$ cat src/rtl/core/dtml_pkg.sv
// Shared types and constants for the double-tap modifier lock.
`timescale 1ns / 1ps
`default_nettype none

package dtml_pkg;

	localparam int KEY_COUNT = 4;
	localparam int TIME_W    = 16;
	localparam int GAP_W     = 15;
	localparam int TAP_FLAG  = 15;

	localparam logic [1:0] OP_KEY     = 2'd0;
	localparam logic [1:0] OP_TICK    = 2'd1;
	localparam logic [1:0] OP_SUSPEND = 2'd2;

	localparam logic [1:0] CFG_TAP_WINDOW = 2'd0;
	localparam logic [1:0] CFG_DT_WINDOW  = 2'd1;

	localparam logic [1:0] PAIR_FULL = 2'b11;

	localparam logic [TIME_W-1:0] TAP_WINDOW_RST = 16'd100;
	localparam logic [GAP_W-1:0]  DT_WINDOW_RST  = 15'd300;

	typedef struct packed {
		logic [1:0]        opcode;
		logic [1:0]        key_index;
		logic              key_pressed;
		logic [TIME_W-1:0] event_time;
	} item_t;

	typedef struct packed {
		logic [TIME_W-1:0] tap_window;
		logic [GAP_W-1:0]  dt_window;
	} cfg_t;

	typedef struct packed {
		logic [KEY_COUNT-1:0][TIME_W-1:0] last_time;
		logic [KEY_COUNT-1:0][TIME_W-1:0] tap_rec;
		logic [1:0]                       shift_held;
		logic [1:0]                       shift_locked;
		logic [1:0]                       fn_held;
		logic [1:0]                       fn_locked;
	} state_t;

	typedef struct packed {
		logic shift_drive;
		logic symbol_layer;
		logic fn_layer;
		logic fn_extra_layer;
	} levels_t;

endpackage

`default_nettype wire

$ cat src/rtl/core/double_tap_modifier_lock.sv
// Top level of the double-tap modifier lock: input stage, update, result register.
//
// Takes one word per cycle, with no stall of its own while results drain: a word
// waits in the input register, then the single update stage applies it to the key
// state and loads the result register, where the result waits until it is taken.
// The key state is written at the same edge as the result, so each word sees the
// effect of the one before it. The result register parts the two sides; the
// input keeps flowing while a result waits as long as the input stage is free.
// Configuration writes are always ready and take effect at once.
`timescale 1ns / 1ps
`default_nettype none

module double_tap_modifier_lock
	import dtml_pkg::*;
(
	input  wire logic        clk,
	input  wire logic        arst_n,
	input  wire logic        in_valid,
	output logic             in_ready,
	input  wire logic [1:0]  opcode,
	input  wire logic [1:0]  key_index,
	input  wire logic        key_pressed,
	input  wire logic [15:0] event_time,
	output logic             out_valid,
	input  wire logic        out_ready,
	output logic             shift_drive,
	output logic             symbol_layer,
	output logic             fn_layer,
	output logic             fn_extra_layer,
	input  wire logic        cfg_valid,
	output logic             cfg_ready,
	input  wire logic [1:0]  cfg_index,
	input  wire logic [15:0] cfg_data
);

	cfg_t    cfg;
	item_t   item_s1;
	logic    valid_s1;
	state_t  state_q;
	state_t  state_nxt;
	levels_t levels_nxt;
	levels_t levels_q;
	logic    out_valid_q;
	logic    advance;

	assign cfg_ready = 1'b1;

	dtml_cfg_regs u_cfg (
		.clk      (clk),
		.arst_n   (arst_n),
		.wr_en    (cfg_valid && cfg_ready),
		.wr_index (cfg_index),
		.wr_data  (cfg_data),
		.cfg      (cfg)
	);

	// result register free or being drained
	assign advance  = !out_valid_q || out_ready;
	assign in_ready = !valid_s1 || advance;

	always_ff @(posedge clk or negedge arst_n) begin
		if (!arst_n) begin
			valid_s1 <= 1'b0;
		end else if (in_ready) begin
			valid_s1 <= in_valid;
		end
	end

	always_ff @(posedge clk) begin
		if (in_valid && in_ready) begin
			item_s1.opcode      <= opcode;
			item_s1.key_index   <= key_index;
			item_s1.key_pressed <= key_pressed;
			item_s1.event_time  <= event_time;
		end
	end

	dtml_update u_update (
		.item   (item_s1),
		.cfg    (cfg),
		.cur    (state_q),
		.nxt    (state_nxt),
		.levels (levels_nxt)
	);

	always_ff @(posedge clk or negedge arst_n) begin
		if (!arst_n) begin
			state_q <= '0;
		end else if (valid_s1 && advance) begin
			state_q <= state_nxt;
		end
	end

	always_ff @(posedge clk or negedge arst_n) begin
		if (!arst_n) begin
			out_valid_q <= 1'b0;
		end else if (advance) begin
			out_valid_q <= valid_s1;
		end
	end

	always_ff @(posedge clk) begin
		if (valid_s1 && advance) begin
			levels_q <= levels_nxt;
		end
	end

	assign out_valid      = out_valid_q;
	assign shift_drive    = levels_q.shift_drive;
	assign symbol_layer   = levels_q.symbol_layer;
	assign fn_layer       = levels_q.fn_layer;
	assign fn_extra_layer = levels_q.fn_extra_layer;

	// a word in the input stage that moves on always lands in the result register
	a_stage_moves: assert property (@(posedge clk) disable iff (!arst_n)
		valid_s1 && advance |=> out_valid_q)
		else $error("input stage word lost on advance");

	// key state only changes when a word is applied
	a_state_hold: assert property (@(posedge clk) disable iff (!arst_n)
		!(valid_s1 && advance) |=> $stable(state_q))
		else $error("key state changed without a word");

	// suspend leaves no valid tap record
	a_suspend_clears: assert property (@(posedge clk) disable iff (!arst_n)
		valid_s1 && advance && item_s1.opcode == OP_SUSPEND |=>
		!(state_q.tap_rec[0][TAP_FLAG] || state_q.tap_rec[1][TAP_FLAG] ||
		  state_q.tap_rec[2][TAP_FLAG] || state_q.tap_rec[3][TAP_FLAG]))
		else $error("tap record survived suspend");

	// configuration holds without a write
	a_cfg_hold: assert property (@(posedge clk) disable iff (!arst_n)
		!cfg_valid |=> $stable(cfg))
		else $error("configuration changed without a write");

endmodule

`default_nettype wire

$ cat src/rtl/core/dtml_cfg_regs.sv
// Configuration registers: tap window and double-tap window.
`timescale 1ns / 1ps
`default_nettype none

module dtml_cfg_regs
	import dtml_pkg::*;
(
	input  wire logic        clk,
	input  wire logic        arst_n,
	input  wire logic        wr_en,
	input  wire logic [1:0]  wr_index,
	input  wire logic [15:0] wr_data,
	output cfg_t             cfg
);

	cfg_t cfg_q;

	always_ff @(posedge clk or negedge arst_n) begin
		if (!arst_n) begin
			cfg_q.tap_window <= TAP_WINDOW_RST;
			cfg_q.dt_window  <= DT_WINDOW_RST;
		end else if (wr_en) begin
			case (wr_index)
				CFG_TAP_WINDOW: cfg_q.tap_window <= wr_data;
				CFG_DT_WINDOW:  cfg_q.dt_window  <= wr_data[GAP_W-1:0];
				default: ;
			endcase
		end
	end

	assign cfg = cfg_q;

endmodule

`default_nettype wire

$ cat src/rtl/core/dtml_update.sv
// Next-state and drive-level logic for one input word.
`timescale 1ns / 1ps
`default_nettype none

module dtml_update
	import dtml_pkg::*;
(
	input  wire item_t  item,
	input  wire cfg_t   cfg,
	input  wire state_t cur,
	output state_t      nxt,
	output levels_t     levels
);

	logic [TIME_W-1:0] since;
	logic [TIME_W-1:0] prev;
	logic [TIME_W-1:0] tap_diff;
	logic [TIME_W-1:0] now;
	logic [TIME_W-1:0] tick_diff [KEY_COUNT];
	logic              quick;
	logic              dbl;
	logic [1:0]        key_bit;
	logic [1:0]        held_p;
	logic [1:0]        locked_p;
	logic [1:0]        held_n;
	logic [1:0]        locked_n;

	always_comb begin
		since    = item.event_time - cur.last_time[item.key_index];
		prev     = cur.tap_rec[item.key_index];
		tap_diff = item.event_time - prev;
		quick    = (since <= cfg.tap_window);
		dbl      = quick && prev[TAP_FLAG] && (tap_diff[GAP_W-1:0] <= cfg.dt_window);
		key_bit  = item.key_index[0] ? 2'b10 : 2'b01;
		held_p   = item.key_index[1] ? cur.fn_held : cur.shift_held;
		locked_p = item.key_index[1] ? cur.fn_locked : cur.shift_locked;
		now      = {item.event_time[TIME_W-1:1], 1'b1};

		held_n   = held_p;
		locked_n = locked_p;
		if (item.key_pressed) begin
			held_n = held_p | key_bit;
		end else if (dbl) begin
			locked_n = locked_p | key_bit;
		end else if (locked_p == PAIR_FULL) begin
			// releasing a key of a fully locked pair drops the whole pair
			held_n   = 2'b00;
			locked_n = 2'b00;
		end else begin
			held_n   = held_p & ~key_bit;
			locked_n = locked_p & ~key_bit;
		end

		for (int i = 0; i < KEY_COUNT; i++) begin
			tick_diff[i] = now - cur.tap_rec[i];
		end

		nxt = cur;
		case (item.opcode)
			OP_KEY: begin
				nxt.last_time[item.key_index] = item.event_time;
				if (!item.key_pressed) begin
					nxt.tap_rec[item.key_index] = quick ?
						{1'b1, item.event_time[GAP_W-1:0]} : '0;
				end
				if (item.key_index[1]) begin
					nxt.fn_held   = held_n;
					nxt.fn_locked = locked_n;
				end else begin
					nxt.shift_held   = held_n;
					nxt.shift_locked = locked_n;
				end
			end
			OP_TICK: begin
				for (int i = 0; i < KEY_COUNT; i++) begin
					if (cur.tap_rec[i][TAP_FLAG] &&
					    (tick_diff[i][GAP_W-1:0] > cfg.dt_window)) begin
						nxt.tap_rec[i] = '0;
					end
				end
			end
			OP_SUSPEND: begin
				nxt.tap_rec = '0;
			end
			default: ;
		endcase

		levels.shift_drive    = (nxt.shift_held != 2'b00);
		levels.symbol_layer   = (nxt.shift_held == PAIR_FULL);
		levels.fn_layer       = (nxt.fn_held != 2'b00);
		levels.fn_extra_layer = (nxt.fn_held == PAIR_FULL);
	end

endmodule

`default_nettype wire

$ cat config.mk
export PLATFORM = sky130hd
export DESIGN_NAME = double_tap_modifier_lock
export DESIGN_NICKNAME = d
export VERILOG_FILES = /design/src/rtl/core/dtml_pkg.sv /design/src/rtl/core/double_tap_modifier_lock.sv /design/src/rtl/core/dtml_cfg_regs.sv /design/src/rtl/core/dtml_update.sv
export SDC_FILE = /design/constraint.sdc
export NUM_CORES = 1
export LEC_CHECK = 0
export BUFFER_PORTS_ARGS = -buffer_cell sky130_fd_sc_hd__buf_2
export CAP_MARGIN = 10
export CORE_UTILIZATION = 64
export CTS_CLUSTER_SIZE = 25
export DETAILED_ROUTE_END_ITERATION = 8
export GPL_TIMING_DRIVEN = 1
export PLACE_DENSITY_LB_ADDON = 0.2
export SLEW_MARGIN = 40
export SYNTH_ARGS = -nofsm -noshare
export SYNTH_HDL_FRONTEND = slang
export SYNTH_SLANG_ARGS = --single-unit
$ cat constraint.sdc
create_clock -name clk -period 6.25 [get_ports clk]
set_clock_uncertainty 0.15 [all_clocks]
set_input_delay 0.9375 -clock clk [delete_from_list [all_inputs] [get_ports clk]]
set_output_delay 0.9375 -clock clk [all_outputs]
set_load 0.01 [all_outputs]
==> qor.yml, run 1 <==
logic_synthesis:
  synthTopCellsByArea: "dfrtp_1 29%, ha_1 16%, edfxtp_1 5.3%, mux4_2 5.1%, inv_1 4.3%"
  yosysWarnings: 0
  synthesis.area_mm2: 0.0141
  synthFlopType: "dfrtp_1"
  async_flop_share: 0.871
  synth_cell_types: 77
  yosysTopAreaCellShare: 0.287
  synth_seq_cells: 194
  post_synth_inst_count: 1387
  syn_nets: 1612
  synth_commonest_cells: "175 x ha_1, 162 x dfrtp_1, 160 x inv_1"
  synth_edf_count: 25
  syn_avg_cell_area_um2: 10.2
  yosys.area.top_type: "dfrtp_1"
  synth.most_common_cell: "ha_1"
  yosysSeqAreaShare: 0.353
timing:
  min_period_over_period: 0.924
  relSlewSlack: 0.460
  slew_violations: 0
  setup_slack_ps: 472
  setup_viol: 0
  tns_ps: 0
  finalHoldViolCount: 0
  fin_crit_ps: 5780
  tightest_slew_ps: 808
  fmax_mhz: 173
  rsz0062_at_grt: "no"
place:
  hpwl_um: 29300
  pre_cts_ws_ps: 538
  place_congestion: 0.939
  placed_area_mm2: 0.0147
  port_buffers: 49
pwr:
  p_per_area_mw_per_mm2: 374
  ir_drop_uv: 191
  finalPower_mw: 5.71
  p_leak_nw: 6.85
layout:
  fin_area_mm2: 0.0153
  regArea_mm2: 0.00499
  layout-drive-gt1-share: 0.162
  multi_input_area_mm2: 0.00834
  fin_nets: 1666
  nFillCells: 1611
  synthToLayoutAreaGrowth_pct: 8.16
die:
  die_w_um: 151
  start_util: 0.661
  io_pins: 51
  dieHeight_um: 151
  core_area_mm2: 0.0214
  fp-row-count: 53
  die-area_mm2: 0.0227
critical_path:
  required_ps: 6290
  crit_fanout: 28
  crit_arrival_ps: 5820
  cp-end-kind: "flop"
  worstPathCellList: "buf_4 > buf_4 > mux4_2 > inv_1 > ha_1 > o21a_1 > o21ai_0 > a21oi_1 > a211oi_1 > nor2_1 > xor2_1 > ha_1 > nand4_1 > nor2_1 > o31ai_1 > a22o_1 > a311oi_1 > a211oi_1"
  cp_slowest_cell: "edfxtp_1"
  path_buf_inv: 3
  crit_path_start_kind: "flop"
  crit_family: "compound AO/OA/AOI/OAI gates"
  worstSetupPathType: "flop to flop"
  slowest_delay_ps: 550
grt:
  grt_pass1_wl_um: 60500
  grt_pass1_vias: 11000
  grt-ovfl-total: 0
  grtUsageTotal: 0.356
  grt_max_degree: 63
  antenna_found_initial: 1
clocking:
  post_cts_buffers: 0
  cts_tree: "done"
  numCtsBuffers: 17
  clock_path_buffers: 2
  cts_sinks: 194
  cts-root-buf: "clkbuf_16"
  clock_latency_ps: 450
  clk_pin_slew_ps: 80
  cts_hold_buf: 0
  cts_resized: 0
  cts.htree.levels: 4
detailed_routing:
  first_iter_violations: 995
  vias_per_cell: 6.59
  drc: 0
  drt_wl_total_um: 38700
  avgRoutedWirePerCell_um: 22.4
  ant_nets: 0
  num_vias: 11400
  first_pass_iters: 8
run:
  maxCapViolCount: 0
min_path:
  min_path_type: "primary input to async pin"
status:
  status: "completed"
## kinds of logic after synthesis
group / synth area share
AOI/OAI and AO/OA: 0.181
xor gates and xnor gates: 0.0447
adders and majority gates: 0.164
buffers and inverters: 0.0569
DFF: 0.353
muxes: 0.0938
other: 0.000266
and+or+nand+nor: 0.107
## cell type report
class | count | area share
antenna | 2 | 0.000328
sequential | 194 | 0.327
multi-input combinational | 998 | 0.546
tap | 275 | 0.0225
clock inverter | 13 | 0.00910
inverter | 160 | 0.0393
clock buffer | 19 | 0.0290
timing repair buffer | 70 | 0.0270
## worst paths after layout
kind,start,endpoint,slack (ps),cells past startpoint
min in group clk,state_q[101],state_q[101],330,2
max in group asynchronous,arst_n,state_q[124],4610,2
worst max register to register,item_s1[17],fn_layer,470,18
worst max-delay path,item_s1[17],fn_layer,470,18
worst min register to register,state_q[101],state_q[101],330,2
worst min-delay path,arst_n,state_q[41],300,1
## per-layer routing
| layer | up-vias | track usage | part of all wire |
|---|---|---|---|
| li1 | 5214 | - | - |
| met1 | 5570 | 0.492 | 0.44 |
| met2 | 519 | 0.547 | 0.45 |
| met4 | 0 | 0.148 | 0.038 |
| met5 | - | 0 | 0 |
| met3 | 97 | 0.0688 | 0.079 |
## cell usage in the layout, fill, tap and decap left out, types with 5 or more instances in the layout
cell / count
nor2_1: 45
ha_1: 175
or2_2: 13
nand4_1: 24
a21o_1: 35
or3_1: 11
buf_2: 48
o21a_1: 11
mux4_2: 32
edfxtp_1: 25
nor4_1: 5
and3_1: 13
nand2_1: 80
a21oi_1: 81
a22o_2: 8
o31ai_1: 10
fa_1: 6
a41oi_1: 6
xor2_1: 21
nand2b_1: 10
buf_4: 20
nor2b_1: 18
dfstp_2: 7
a22o_1: 23
nand3_1: 26
inv_1: 160
a31oi_1: 15
a211oi_1: 10
a211o_1: 5
clkbuf_16: 17
dfrtp_1: 162
inv_8: 6
mux2_2: 50
xnor2_1: 51
o21bai_1: 6
nor3_1: 34
o21ai_0: 74
o32ai_1: 30
## stage by stage
| stage | std cells | utilization | hold slack [ps] |
|---|---|---|---|
| 4_1_cts | 1728 | 0.714 | 334 |
| 2_1_floorplan | 1387 | - | 295 |
| 6_report | 1731 | 0.715 | 297 |
| 3_3_place_gp | 1696 | 0.687 | 307 |
| 3_5_place_dp | 1696 | 0.687 | 318 |
| 5_1_grt | 1729 | 0.715 | 349 |
## registers in the layout (all words and copies together), names as in the netlist
signal	flops
state_q	136
u_cfg.cfg	31
item_s1	21
fn_extra_layer	1
fn_layer	1
out_valid	1
shift_drive	1
symbol_layer	1
valid_s1	1
## report_power, final
group	internal, mW	total, mW	switching, mW
Combinational	1.25	2.82	1.57
Clock	0.545	1.10	0.558
Sequential	1.56	1.79	0.229
Total	3.36	5.71	2.35
Power figures use the tool's default switching activity.
==> inputs of run 2 (changes only) <==
--- a/config.mk
+++ b/config.mk
@@ -6,8 +6,9 @@
 export NUM_CORES = 1
 export LEC_CHECK = 0
 export BUFFER_PORTS_ARGS = -buffer_cell sky130_fd_sc_hd__buf_2
-export CAP_MARGIN = 10
+export CAP_MARGIN = 30
 export CORE_UTILIZATION = 64
+export CTS_BUF_LIST = sky130_fd_sc_hd__clkbuf_16
 export CTS_CLUSTER_SIZE = 25
 export DETAILED_ROUTE_END_ITERATION = 8
 export GPL_TIMING_DRIVEN = 1
==> run 2 against run 1 <==
Utilization about the same; sequential share of layout area about the same; hold slack improved by 5.3 ps; cell count unchanged; die area unchanged; non-clock buffer count unchanged; clock power about the same; largest cell class unchanged.
==> qor.yml, run 2 (synthesized netlist as in run 1, its figures left out) <==
grt:
  grt-ovfl-total: 0
  use_met1: 0.492
  grtUsageMet3: 0.0688
  grt_pass1_wl_um: 60400
  grtUsageTotal: 0.356
  antenna_found_initial: 1
  grt_max_degree: 63
  grt-busiest-layer: "met2"
  grt_pass1_vias: 11000
  grtUsageMet2: 0.546
die:
  die_w_um: 151
  fp-row-count: 53
  core_area_mm2: 0.0214
  start_util: 0.661
  io_pins: 51
  dieHeight_um: 151
  die-area_mm2: 0.0227
status:
  status: "completed"
layout:
  layout_commonest_cell: "ha_1"
  synthToLayoutAreaGrowth_pct: 8.09
  layout_common_cells: "175 x ha_1, 162 x dfrtp_1, 161 x inv_1, 81 x a21oi_1, 80 x nand2_1"
  layout-drive-gt1-share: 0.161
  fin_nets: 1666
  largest_reg_flops: 136
  max_flop_register: "state_q"
clocking:
  cts.htree.levels: 4
  cts_tree: "done"
  cts-root-buf: "clkbuf_16"
  cts_sinks: 194
  clock_path_buffers: 2
  clock_latency_ps: 450
  post_cts_buffers: 0
  numCtsBuffers: 17
  cts_hold_buf: 0
  clk_pin_slew_ps: 80
  cts_resized: 0
detailed_routing:
  drc: 0
  num_vias: 11400
  drt_wl_total_um: 38600
  first_iter_violations: 981
  avgRoutedWirePerCell_um: 22.3
  first_pass_iters: 7
  ant_nets: 0
  vias_per_cell: 6.59
timing:
  rsz0062_at_grt: "no"
  min_period_over_period: 0.930
  hold_ws_ps: 302
  setup_viol: 0
  fin_crit_ps: 5810
  setup_slack_ps: 437
  relSlewSlack: 0.467
  slew_violations: 0
  tns_ps: 0
  tightest_slew_ps: 797
  fmax_mhz: 172
  finalHoldViolCount: 0
critical_path:
  crit_fanout: 28
  required_ps: 6290
  worstSetupPathType: "flop to flop"
  cp-end-kind: "flop"
  crit_path_start_kind: "flop"
  reg2reg_setup_slack_ps: 440
  crit_arrival_ps: 5850
min_path:
  min_path_type: "primary input to async pin"
pwr:
  p_per_area_mw_per_mm2: 373
  p_leak_nw: 6.85
  ir_drop_uv: 190
  finalPower_mw: 5.69
place:
  hpwl_um: 29300
  pre_cts_ws_ps: 538
  port_buffers: 49
  place_congestion: 0.939
run:
  maxCapViolCount: 0
==> run 2: path summary, 6_finish.rpt <==
check | end | depth (start not counted) | startpoint
setup / recovery | fn_layer | 18 | item_s1[17]
hold / removal | state_q[41] | 1 | arst_n
setup reg to reg | fn_layer | 18 | item_s1[17]
hold reg to reg | state_q[101] | 2 | state_q[101]
max in group asynchronous | state_q[85] | 2 | arst_n
min in group clk | state_q[101] | 2 | state_q[101]
==> run 2: metal layers <==
metal,part of all wire,wire length (um),vias up
met4,0.039,1520,0
met5,0,0,-
met2,0.45,17200,528
met3,0.079,3060,102
met1,0.44,16800,5559
li1,-,-,5220
==> run 2: worst max-delay path, stage by stage (launching register included) <==
cell and delay, ps:
edfxtp_1 560, buf_4 520, buf_4 410, mux4_2 540, inv_1 70, ha_1 250, o21a_1 130, o21ai_0 250
a21oi_1 200, a211oi_1 390, nor2_1 140, xor2_1 160, ha_1 300, nand4_1 130, nor2_1 240, o31ai_1 160
a22o_1 390, a311oi_1 390, a211oi_1 130
==> run 2: area by class of cell <==
| cell class | instances | area [um^2] |
|---|---|---|
| multi-input cells | 998 | 8340 |
| well taps | 275 | 344 |
| diodes | 2 | 5.00 |
| inverters | 160 | 601 |
| clock buffers | 17 | 425 |
| fillers | 1613 | 6090 |
| clock inverters | 15 | 146 |
| repair buffers | 70 | 413 |
| flip-flops and latches | 194 | 4990 |
==> run 2: through the flow <==
step           cell area, um^2  utilization  std cells
2_1_floorplan            14100            -       1387
4_1_cts                  15200        0.714       1728
3_5_place_dp             14700        0.687       1696
3_3_place_gp             14700        0.687       1696
6_report                 15300        0.715       1731
5_1_grt                  15300        0.714       1729
==> run 2: report_power, final <==
group	switching [mW]	internal [mW]
Sequential	0.227	1.56
Combinational	1.56	1.25
Clock	0.556	0.531
